[src/hdl/rate_monotonic_tick_scheduler_defines.svh]
// ----------------------------------------------------------------------------
// Assertion macros for the rate-monotonic tick scheduler.
// Define NO_ASSERTIONS to compile every check away.
// ----------------------------------------------------------------------------
`ifndef RATE_MONOTONIC_TICK_SCHEDULER_DEFINES_SVH
`define RATE_MONOTONIC_TICK_SCHEDULER_DEFINES_SVH

`ifndef NO_ASSERTIONS

// Same-cycle implication.
`define RMTS_ASSERT_IMP(lbl, clk, rst_n, ante, cons, msg) \
    lbl: assert property (@(posedge clk) disable iff (!rst_n) (ante) |-> (cons)) \
        else $error(msg);

// Next-cycle implication.
`define RMTS_ASSERT_NXT(lbl, clk, rst_n, ante, cons, msg) \
    lbl: assert property (@(posedge clk) disable iff (!rst_n) (ante) |=> (cons)) \
        else $error(msg);

`else

`define RMTS_ASSERT_IMP(lbl, clk, rst_n, ante, cons, msg)
`define RMTS_ASSERT_NXT(lbl, clk, rst_n, ante, cons, msg)

`endif

`endif

[src/hdl/rmts_pkg.sv]
// ----------------------------------------------------------------------------
// rmts_pkg
// Types and constants shared by the rate-monotonic tick scheduler.
// ----------------------------------------------------------------------------
package rmts_pkg;

    localparam int SLOTS            = 4;
    localparam int NUM_TASKS_DEF    = 4;
    localparam int COUNT_BITS_DEF   = 16;
    localparam int REG_W            = 16;
    localparam int CFG_IDX_W        = 4;
    localparam int TASK_W           = 2;
    localparam int TICK_W           = 32;

    localparam logic [REG_W-1:0] PERIOD_RST = 16'hFFFF;
    localparam logic [REG_W-1:0] BURST_RST  = 16'h0000;

    // Register indexes on the configuration port.
    localparam logic [CFG_IDX_W-1:0] REG_PERIOD0 = 4'd0;
    localparam logic [CFG_IDX_W-1:0] REG_PERIOD3 = 4'd3;
    localparam logic [CFG_IDX_W-1:0] REG_BURST0  = 4'd4;
    localparam logic [CFG_IDX_W-1:0] REG_BURST3  = 4'd7;

    typedef struct packed {
        logic [SLOTS-1:0][REG_W-1:0] period;
        logic [SLOTS-1:0][REG_W-1:0] burst;
    } cfg_t;

    typedef struct packed {
        logic [TASK_W-1:0] running_task;
        logic              cpu_busy;
        logic              job_done;
        logic              context_switch;
        logic [SLOTS-1:0]  deadline_miss_mask;
        logic [TICK_W-1:0] tick_count;
    } res_t;

endpackage

[src/hdl/rate_monotonic_tick_scheduler.sv]
// Path: a tick beat is captured in the input register, and its result in the result register.
// Throughput: one beat per cycle while out_ready holds; a result that waits in the
// result register stalls the input register, so no new beat is taken once it is full.
// Reset: rst_n clears all pending work and countdowns, so every task releases
// on the first tick; periods reset to 65535 and bursts to zero.
// ----------------------------------------------------------------------------
// rate_monotonic_tick_scheduler
// Preemptive rate-monotonic scheduler for up to four periodic tasks, one time
// unit per tick beat, with a register channel for periods and bursts.
// ----------------------------------------------------------------------------
module rate_monotonic_tick_scheduler
    import rmts_pkg::*;
#(
    parameter int NUM_TASKS  = NUM_TASKS_DEF,
    parameter int COUNT_BITS = COUNT_BITS_DEF
)
(
    input  logic                 clk,
    input  logic                 rst_n,
    input  logic                 in_valid,
    output logic                 in_ready,
    input  logic                 tick,
    output logic                 out_valid,
    input  logic                 out_ready,
    output logic [TASK_W-1:0]    running_task,
    output logic                 cpu_busy,
    output logic                 job_done,
    output logic                 context_switch,
    output logic [SLOTS-1:0]     deadline_miss_mask,
    output logic [TICK_W-1:0]    tick_count,
    input  logic                 cfg_valid,
    output logic                 cfg_ready,
    input  logic [CFG_IDX_W-1:0] cfg_index,
    input  logic [REG_W-1:0]     cfg_data
);

    cfg_t cfg;
    res_t res;

    rmts_cfg_regs u_cfg_regs
    (
        .clk       (clk),
        .rst_n     (rst_n),
        .cfg_valid (cfg_valid),
        .cfg_ready (cfg_ready),
        .cfg_index (cfg_index),
        .cfg_data  (cfg_data),
        .cfg       (cfg)
    );

    rmts_sched_core #(
        .NUM_TASKS  (NUM_TASKS),
        .COUNT_BITS (COUNT_BITS)
    ) u_sched_core
    (
        .clk       (clk),
        .rst_n     (rst_n),
        .in_valid  (in_valid),
        .in_ready  (in_ready),
        .tick      (tick),
        .out_valid (out_valid),
        .out_ready (out_ready),
        .cfg       (cfg),
        .res       (res)
    );

    assign running_task       = res.running_task;
    assign cpu_busy           = res.cpu_busy;
    assign job_done           = res.job_done;
    assign context_switch     = res.context_switch;
    assign deadline_miss_mask = res.deadline_miss_mask;
    assign tick_count         = res.tick_count;

endmodule

[src/hdl/rmts_cfg_regs.sv]
// ----------------------------------------------------------------------------
// rmts_cfg_regs
// Period and burst registers for each task slot, written over the
// configuration channel.
// ----------------------------------------------------------------------------
module rmts_cfg_regs
    import rmts_pkg::*;
(
    input  logic                 clk,
    input  logic                 rst_n,
    input  logic                 cfg_valid,
    output logic                 cfg_ready,
    input  logic [CFG_IDX_W-1:0] cfg_index,
    input  logic [REG_W-1:0]     cfg_data,
    output cfg_t                 cfg
);

    cfg_t cfg_reg;
    cfg_t cfg_next;

    assign cfg_ready = 1'b1;
    assign cfg       = cfg_reg;

    always_comb
    begin
        cfg_next = cfg_reg;
        if (cfg_valid)
        begin
            case (cfg_index) inside
                [REG_PERIOD0:REG_PERIOD3]: cfg_next.period[cfg_index[1:0]] = cfg_data;
                [REG_BURST0:REG_BURST3]:   cfg_next.burst[cfg_index[1:0]]  = cfg_data;
                default:                   cfg_next = cfg_reg;
            endcase
        end
    end

    always_ff @(posedge clk or negedge rst_n)
    begin
        if (!rst_n)
        begin
            for (int i = 0; i < SLOTS; i++)
            begin
                cfg_reg.period[i] <= PERIOD_RST;
                cfg_reg.burst[i]  <= BURST_RST;
            end
        end
        else
        begin
            cfg_reg <= cfg_next;
        end
    end

endmodule

[src/hdl/rmts_sched_core.sv]
// ----------------------------------------------------------------------------
// rmts_sched_core
// Input register, scheduler state and one pass of release, selection and
// execution per tick, with a result register towards the output channel.
// ----------------------------------------------------------------------------
`include "rate_monotonic_tick_scheduler_defines.svh"

module rmts_sched_core
    import rmts_pkg::*;
#(
    parameter int NUM_TASKS  = NUM_TASKS_DEF,
    parameter int COUNT_BITS = COUNT_BITS_DEF
)
(
    input  logic clk,
    input  logic rst_n,
    input  logic in_valid,
    output logic in_ready,
    input  logic tick,
    output logic out_valid,
    input  logic out_ready,
    input  cfg_t cfg,
    output res_t res
);

    localparam int SUM_W = ((COUNT_BITS > REG_W) ? COUNT_BITS : REG_W) + 1;
    localparam logic [COUNT_BITS-1:0] COUNT_MAX = '1;

    logic              in_vld_reg;
    logic              tick_reg;
    logic              out_vld_reg;
    res_t              res_reg;
    res_t              res_next;
    logic              advance;

    logic [COUNT_BITS-1:0] pend_reg  [SLOTS];
    logic [COUNT_BITS-1:0] pend_next [SLOTS];
    logic [COUNT_BITS-1:0] cd_reg    [SLOTS];
    logic [COUNT_BITS-1:0] cd_next   [SLOTS];
    logic [TASK_W-1:0]     last_task_reg;
    logic [TASK_W-1:0]     last_task_next;
    logic                  last_busy_reg;
    logic                  last_busy_next;
    logic [TICK_W-1:0]     elapsed_reg;
    logic [TICK_W-1:0]     elapsed_next;

    logic [REG_W-1:0]      eff_period [SLOTS];
    logic [REG_W-1:0]      reload     [SLOTS];
    logic [SUM_W-1:0]      work_sum   [SLOTS];
    logic [COUNT_BITS-1:0] pend_rel   [SLOTS];
    logic [SLOTS-1:0]      miss;
    logic [TASK_W-1:0]     sel;
    logic                  found;

    assign advance   = in_vld_reg && (!out_vld_reg || out_ready);
    assign in_ready  = !in_vld_reg || advance;
    assign out_valid = out_vld_reg;
    assign res       = res_reg;

    always_comb
    begin
        miss  = '0;
        sel   = '0;
        found = 1'b0;
        for (int i = 0; i < SLOTS; i++)
        begin
            eff_period[i] = (cfg.period[i] == '0) ? REG_W'(1) : cfg.period[i];
            reload[i]     = eff_period[i] - REG_W'(1);
            work_sum[i]   = SUM_W'(pend_reg[i]) + SUM_W'(cfg.burst[i]);
            pend_rel[i]   = pend_reg[i];
            cd_next[i]    = cd_reg[i];
            if (i < NUM_TASKS)
            begin
                if (cd_reg[i] == '0)
                begin
                    if (cfg.burst[i] != '0)
                    begin
                        miss[i]     = (pend_reg[i] != '0);
                        pend_rel[i] = (work_sum[i] > SUM_W'(COUNT_MAX)) ?
                                      COUNT_MAX : work_sum[i][COUNT_BITS-1:0];
                    end
                    cd_next[i] = (SUM_W'(reload[i]) > SUM_W'(COUNT_MAX)) ?
                                 COUNT_MAX : COUNT_BITS'(reload[i]);
                end
                else
                begin
                    cd_next[i] = cd_reg[i] - COUNT_BITS'(1);
                end
                if (pend_rel[i] != '0 && (!found || eff_period[i] < eff_period[sel]))
                begin
                    sel   = TASK_W'(i);
                    found = 1'b1;
                end
            end
        end

        for (int i = 0; i < SLOTS; i++)
        begin
            pend_next[i] = pend_rel[i];
        end

        res_next.deadline_miss_mask = miss;
        res_next.tick_count         = elapsed_reg;
        elapsed_next                = elapsed_reg + TICK_W'(1);
        last_task_next              = last_task_reg;
        if (found)
        begin
            pend_next[sel]          = pend_rel[sel] - COUNT_BITS'(1);
            res_next.running_task   = sel;
            res_next.cpu_busy       = 1'b1;
            res_next.job_done       = (pend_rel[sel] == COUNT_BITS'(1));
            res_next.context_switch = !last_busy_reg || (last_task_reg != sel);
            last_task_next          = sel;
        end
        else
        begin
            res_next.running_task   = '0;
            res_next.cpu_busy       = 1'b0;
            res_next.job_done       = 1'b0;
            res_next.context_switch = 1'b0;
        end
        last_busy_next = found;

        if (!tick_reg)
        begin
            res_next.running_task       = last_task_reg;
            res_next.cpu_busy           = last_busy_reg;
            res_next.job_done           = 1'b0;
            res_next.context_switch     = 1'b0;
            res_next.deadline_miss_mask = '0;
        end
    end

    always_ff @(posedge clk or negedge rst_n)
    begin
        if (!rst_n)
        begin
            in_vld_reg    <= 1'b0;
            out_vld_reg   <= 1'b0;
            last_task_reg <= '0;
            last_busy_reg <= 1'b0;
            elapsed_reg   <= '0;
            for (int i = 0; i < SLOTS; i++)
            begin
                pend_reg[i] <= '0;
                cd_reg[i]   <= '0;
            end
        end
        else
        begin
            if (in_ready)
            begin
                in_vld_reg <= in_valid;
            end
            if (advance)
            begin
                out_vld_reg <= 1'b1;
            end
            else if (out_ready)
            begin
                out_vld_reg <= 1'b0;
            end
            if (advance && tick_reg)
            begin
                last_task_reg <= last_task_next;
                last_busy_reg <= last_busy_next;
                elapsed_reg   <= elapsed_next;
                for (int i = 0; i < SLOTS; i++)
                begin
                    pend_reg[i] <= pend_next[i];
                    cd_reg[i]   <= cd_next[i];
                end
            end
        end
    end

    always_ff @(posedge clk)
    begin
        if (in_valid && in_ready)
        begin
            tick_reg <= tick;
        end
        if (advance)
        begin
            res_reg <= res_next;
        end
    end

    `RMTS_ASSERT_IMP(a_done_needs_busy, clk, rst_n, out_vld_reg && res_reg.job_done, res_reg.cpu_busy, "Job completion reported on an idle beat.")
    `RMTS_ASSERT_IMP(a_idle_quiet, clk, rst_n, out_vld_reg && !res_reg.cpu_busy, !res_reg.job_done && !res_reg.context_switch, "Idle beat reports completion or a switch.")
    `RMTS_ASSERT_NXT(a_elapsed_step, clk, rst_n, advance && tick_reg, elapsed_reg == $past(elapsed_reg) + TICK_W'(1), "Elapsed time did not advance on a tick.")
    `RMTS_ASSERT_NXT(a_elapsed_hold, clk, rst_n, !(advance && tick_reg), $stable(elapsed_reg) && $stable(last_busy_reg), "Scheduler state changed without a tick.")
    `RMTS_ASSERT_NXT(a_busy_tracks, clk, rst_n, advance && tick_reg, last_busy_reg == res_reg.cpu_busy, "Busy state and reported result disagree.")

endmodule
[config.mk]
export PLATFORM = sky130hd
export DESIGN_NAME = rate_monotonic_tick_scheduler
export DESIGN_NICKNAME = d
export VERILOG_FILES = /design/src/hdl/rmts_pkg.sv /design/src/hdl/rate_monotonic_tick_scheduler.sv /design/src/hdl/rmts_cfg_regs.sv /design/src/hdl/rmts_sched_core.sv
export VERILOG_INCLUDE_DIRS = /design/src /design/src/hdl
export SDC_FILE = /design/constraint.sdc
export NUM_CORES = 1
export LEC_CHECK = 0
export BUFFER_PORTS_ARGS = -buffer_cell sky130_fd_sc_hd__buf_2
export CAP_MARGIN = 20
export CORE_MARGIN = 1.5
export CORE_UTILIZATION = 30
export DETAILED_ROUTE_END_ITERATION = 6
export PLACE_DENSITY = 0.42
export SLEW_MARGIN = 20
export SYNTH_ARGS = -nofsm -noshare
export SYNTH_HDL_FRONTEND = slang
export SYNTH_HIERARCHICAL = 1
export SYNTH_SLANG_ARGS = --single-unit
[constraint.sdc]
create_clock -name clk -period 13.8 [get_ports clk]
set_clock_uncertainty 0.2 [all_clocks]
set_input_delay 2.07 -clock clk [delete_from_list [all_inputs] [get_ports clk]]
set_output_delay 2.07 -clock clk [all_outputs]
set_load 0.1 [all_outputs]
# --- Word-level counts from Yosys, hierarchy flattened ---
# Index checks and enable logic that the tools add are counted.
classes:
  n_addsub: 14
  n_lt_le_gt_ge: 17
  n_eq_ne: 2
  muxes: 56
  bitwise: 4
  reduce_logical: 51
op_table:
  columns: ["op", "count"]
  rows:
  - ["$mux W16", 28]
  - ["$bwmux W64", 3]
  - ["$reduce_bool A16 Y1", 12]
  - ["$sub A16 B1 Y16 const B", 9]
  - ["$logic_not A16 Y1", 8]
  - ["$bmux W16 S2", 3]
  - ["$add A16 B16 Y17", 4]
  - ["$gt A17 B16 Y1 const B", 4]
  - ["$demux W16 S2", 2]
  - ["$mux W64", 1]
  - ["$lt A16 B16 Y1", 3]
  - ["$add A32 B1 Y32 const B", 1]
  - ["$eq A16 B1 Y1 const B", 1]
  - ["$mux W1", 15]
  - ["$reduce_and A3 Y1", 5]
  - ["$logic_and A1 B1 Y1", 10]
  - ["$ge A3 B3 Y1 const B", 3]
  - ["$mux W9", 1]
  - ["$logic_not A1 Y1", 6]
  - ["$logic_or A1 B1 Y1", 6]
  - ["$not A2 Y3", 2]
  - ["$reduce_and A2 Y1", 3]
  - ["$mux W5", 1]
  - ["$ge A4 B1 Y1 const B", 1]
  - ["11 further kinds", 12]
totals:
  reg_bits: 335
  inputBits: 26

# --- Depth between registers and ports, before layout ---
depth:
  depth_word: 34
  mapped_depth: 52

# --- By module ---
# The synthesis kept the hierarchy.
by_module_without_submodules:
  columns: ["mod", "n_inst", "cells_per_inst", "area_per_inst_um2"]
  rows:
  - ["rmts_sched_core", 1, 2182, 17640.7]
  - ["rmts_cfg_regs", 1, 282, 5001.0]

# --- Worst setup path after synthesis ---
# Ideal clock, no wire load.
synth_timing:
  path_kind: "reg2reg"
  startpoint: "register u_sched_core/pend_reg[32] (netlist bit)"
  endpoint: "register u_sched_core/pend_reg[54] (netlist bit)"
  setup_time_ns: 0.121
  t_arrival_ns: 10.208
  required_ns: 13.479
  setup_slack_ns: 3.271
  stages_incl_launch_ff: 52
  n_path_buf: 5
  synth_period_minus_slack_ns: 10.529
  cell_sequence: "dfrtp_1 > ha_1 > inv_1 > fa_1 > nand2b_2 > a211oi_4 > o2111ai_1 > a21oi_1 > nand2b_1 > clkbuf_1 > o21ai_0 > and4_1 > a21boi_1 > clkbuf_1 > buf_1 > nor2_1 > a21oi_1 > ha_1 > [... 16 more ...] > nor2b_1 > o21ai_0 > nand2b_1 > a21oi_1 > nor2b_1 > o21ai_0 > nand2b_1 > a21o_1 > a2111o_1 > o211a_1 > a221o_2 > inv_1 > ha_1 > inv_1 > nor3_1 > xnor2_1 > or4_1 > a22o_1"
synth_via:
  elab_chain_len: 31
  word_cells_on_any_way: 41
  classes_between: "add/sub (2); order compare (5); mux (22); bitwise (3); reduce/logical (9)"
synth_lines:
  columns: ["item", "line", "source"]
  rows:
  - ["start: declaration", "rmts_sched_core.sv:36", "logic [COUNT_BITS-1:0] pend_reg [SLOTS];"]
  - ["start signal: indexed assignment", "rmts_sched_core.sv:170", "pend_reg[i] <= pend_next[i];"]
  - ["$add A16 B16 Y17", "rmts_sched_core.sv:69", "work_sum[i] = SUM_W'(pend_reg[i]) + SUM_W'(cfg.burst[i]);"]
  - ["$gt A17 B16 Y1", "rmts_sched_core.sv:79", "pend_rel[i] = (work_sum[i] > SUM_W'(COUNT_MAX)) ?"]
  - ["$mux W16", "rmts_sched_core.sv:79", null]
  - ["$mux W16", "rmts_sched_core.sv:76", "if (cfg.burst[i] != '0)"]
  - ["$mux W16 (*)", "rmts_sched_core.sv:74", "if (cd_reg[i] == '0)"]
  - ["$reduce_bool A16 Y1", "rmts_sched_core.sv:89", "if (pend_rel[i] != '0 && (!found || eff_period[i] < eff_period[sel]))"]
  - ["$logic_and A1 B1 Y1", "rmts_sched_core.sv:89", null]
  - ["$mux W1", "rmts_sched_core.sv:89", null]
  - ["[... 15 more ...]", null, null]
  - ["$mux W2", "rmts_sched_core.sv:89", null]
  - ["$not A2 Y3 (not written as such)", "rmts_sched_core.sv:108", "pend_next[sel] = pend_rel[sel] - COUNT_BITS'(1);"]
  - ["$bmux W16 S2, or another cell as far along", "rmts_sched_core.sv:108", null]
  - ["$mux W16 (not written as such) / $logic_and A1 B1 Y1 (equally long branches)", "rmts_sched_core.sv:108", null]
  - ["$mux W16 (not written as such)", "rmts_sched_core.sv:108", null]
  - ["$sub A16 B1 Y16 / $demux W16 S2 (equally long branches)", "rmts_sched_core.sv:108", null]
  - ["$bwmux W64", "rmts_sched_core.sv:108", null]
  - ["$mux W64 (*)", "rmts_sched_core.sv:106", "if (found)"]
# Every way passes the cells marked *; elsewhere a longest branch is shown, timed or not. The select of a mux whose other input is x is not followed.
# A chain may end at the register's enable or synchronous reset.

# --- Worst setup path after layout ---
layout_timing:
  startpoint: "register u_sched_core/pend_reg[32] (netlist bit)"
  endpoint: "register u_sched_core/pend_reg[42] (netlist bit)"
# Same word-level chain as after synthesis.

==> run metrics <==
status=complete, no violations; Final Hold Fails=0; Top Ports=70; # fillers=7703; hpwl dp=64230 um; Post-Layout Cell Count=3466; hold buffer count at CTS=0; max-cap viol count=0; PostCTS Resize Cnt=0; Worst Path Arrival=12.70 ns; final RePlAce weighted congestion=0.9260; Pint=3223 uW; ys flop type=dfrtp_1; Setup CP Type=reg2reg; GR Util All Layers=22.30%; register area share after synthesis=38.31%; vias per cell=5.773; PortBufs=68; Max stage delay on crit path=0.74 ns; worst slack at placement=1.519 ns; crit share post-route=90.38%; initial antenna violation count=9; Async SR Flop Fraction=87.46%; clock power share=19.8%; largest net degree at the start of global routing=85; post-route worst setup slack=1.328 ns; DP Cell Count=3382; gr ovfl total=0; first-pass GRT wire length=130700 um; final instance area=25380 um2; final setup fails=0; placed instance area=23810 um2; leak pwr=0.01025 uW; setup repair after global routing missed its margin=false; max reg flops=128; critical path capture point type=flop; crit-path most repeated cell=nor2_1; worst hold path class=reg2reg; htree depth=2; CTS tree=built; Layout area overhead=12.07%; TritonCTS Buffers=44; CTS root buffer=clkbuf_16; post-synthesis adder-cell area fraction=6.764%; drt wl/cell=25.21 um; CP Buf/Inv Count=4; EDFF count, synth=42; slowest cell on the critical path=a21boi_4; Syn Inst Count=2464; Critical Path RT=14.03 ns; Worst-Margin Slew=1.068 ns; clock sink count=335; WL final=87360 um; Top Family by Delay on Critical Path=compound AO/OA/AOI/OAI gates; post-synthesis compound-gate area fraction=21.64%; Row Count=100; relative slew slack=27.82%; multiplexer share of the synthesized area=7.935%; Die ar.=77130 um2; Post-Synth XOR/XNOR Area=3.984%; Synth Area in Simple Gates=17.73%; nets=2605; number of global-route vias before repair=19710; #FFs+latches synth=335; Starting Density=30.36%; fraction of layout cells with a size suffix above 1=17.07%; sequential power share=27.6%; Starting DRT DRC Count=1591; synth unique cells=110; drt drc=0; drt first pass iters=5; Worst-path clk slew=0.06 ns; insertion delay to the later sink of the worst-skew pair=0.58 ns; Routed Antenna Nets=0; Netlist Area Pre-Place=22640 um2; P per Cell Area=245.8 nW/um2; Post-CTS Repair Setup Buffers=0; via count=20010; Longest Clk Path Bufs=3; Mean Syn Cell Area=9.189 um2; Psw=3015 uW; Max Fanout on Critical Path=33; Yosys Warn Count=6; critical path startpoint category=flop; Sw Ratio=48.33%; count of pins over their slew limit=0; Die Width=277.7 um; largest family of logic cells by synthesized area=compound AO/OA/AOI/OAI gates; VDD IR-drop max=126.0 uV; Die H=277.7 um; Sum Neg Setup Slack=0 ns; Fmax=80.18 MHz; Post-Syn Nets=2610; Gate power share=52.6%; min Tclk post-route=12.47 ns; core area=74570 um2
## worst paths after layout
check                                                         start                                    end  slack, ns  cells after the start
max reg2reg                   u_sched_core/pend_reg[32]$_DFFE_PN0P_  u_sched_core/pend_reg[42]$_DFFE_PN0P_       1.33                     44
min                        u_sched_core/elapsed_reg[30]$_DFFE_PN0P_         u_sched_core/res[30]$_DFFE_PP_       0.26                      0
max in group asynchronous                                     rst_n  u_sched_core/pend_reg[29]$_DFFE_PN0P_      10.12                      3
min reg2reg                u_sched_core/elapsed_reg[30]$_DFFE_PN0P_         u_sched_core/res[30]$_DFFE_PP_       0.26                      0
max                           u_sched_core/pend_reg[32]$_DFFE_PN0P_  u_sched_core/pend_reg[42]$_DFFE_PN0P_       1.33                     44
min in group asynchronous                                     rst_n    u_sched_core/cd_reg[60]$_DFFE_PN0P_       1.28                      1
## layout make-up
class / count / area [um2] / share of cell area (%)
multi-input cells: 1934 / 13210 / 52.04
repair buffers: 93 / 538.0 / 2.120
diodes: 2 / 5.005 / 0.01972
clock inverters: 26 / 361.6 / 1.425
clock buffers: 56 / 1187 / 4.679
inverters: 51 / 191.4 / 0.7544
well taps: 969 / 1212 / 4.778
flip-flops and latches: 335 / 8673 / 34.18
## cells in the final DEF (no fill, tap or decap), drive strengths merged, types with 64 or more instances in the layout
cell type  synthesis  final
buf               25     93
a21oi            193    193
nand2            176    176
o21ai            204    204
dfrtp            229    229
xnor2             64     64
nor2             244    244
mux2             137    137
ha               116    116
dfstp             64     64
## synth_stat cells, types with 23 or more instances
cell type | n | area, um2
dfrtp_1 | 229 | 5731
nor4_1 | 54 | 337.8
mux2i_1 | 24 | 240.2
nand2b_1 | 23 | 143.9
dfstp_2 | 64 | 1682
a211oi_1 | 42 | 315.3
nand2_1 | 174 | 653.1
xor2_1 | 39 | 341.6
o22ai_1 | 28 | 175.2
a21oi_1 | 192 | 960.9
nand3_1 | 62 | 310.3
o22a_1 | 27 | 236.5
inv_1 | 50 | 187.7
a21o_1 | 42 | 315.3
nand4_1 | 32 | 200.2
clkbuf_1 | 117 | 439.2
o21ai_1 | 24 | 120.1
xnor2_1 | 64 | 560.5
nor3_1 | 58 | 290.3
o21ai_0 | 179 | 895.9
mux2_2 | 134 | 1509
edfxtp_1 | 42 | 1261
a31oi_1 | 54 | 337.8
nor2_1 | 240 | 900.9
ha_1 | 116 | 1451
## kinds of logic after synthesis
family | after synthesis
xor+xnor | 103
fa+ha+maj | 120
buf+inv | 195
mux | 162
simple gates | 788
flops | 335
compound gates | 760
other cells | 1
## worst register-to-register path: cells and delay by family (launching register included)
family,cells,cell delay (ns)
simple gates,14,3.73
xor+xnor,1,0.43
compound gates,19,4.91
fa+ha+maj,5,1.37
flops,1,0.41
mux,1,0.54
buf+inv,4,0.72
## per-layer routing
metal	part of all wire, %	GRT usage [%]
met5	0	0
met4	2.9	6.403
met3	5.0	2.400
met2	48	37.68
met1	44	29.99
## power by group through the flow
stage / clock network [uW] / registers, uW / logic (uW)
6_report: 1240 / 1720 / 3280
5_1_grt: 1310 / 1760 / 3560
4_1_cts: 1280 / 1720 / 3230
3_5_place_dp: 0 / 1730 / 3210
3_3_place_gp: 0 / 1730 / 3220
2_1_floorplan: 0 / 1630 / 2220
## stage by stage
step                      utilization [%]  hold WS [ns]  power, uW
after floorplan                         -        0.2249       3849
after global placement              31.93        0.2430       4943
after detailed placement            31.93        0.2533       4940
after CTS                           34.01        0.2683       6221
after global routing                34.02        0.2672       6633
final                               34.03        0.2580       6237
(Power assumes the default switching activity.)
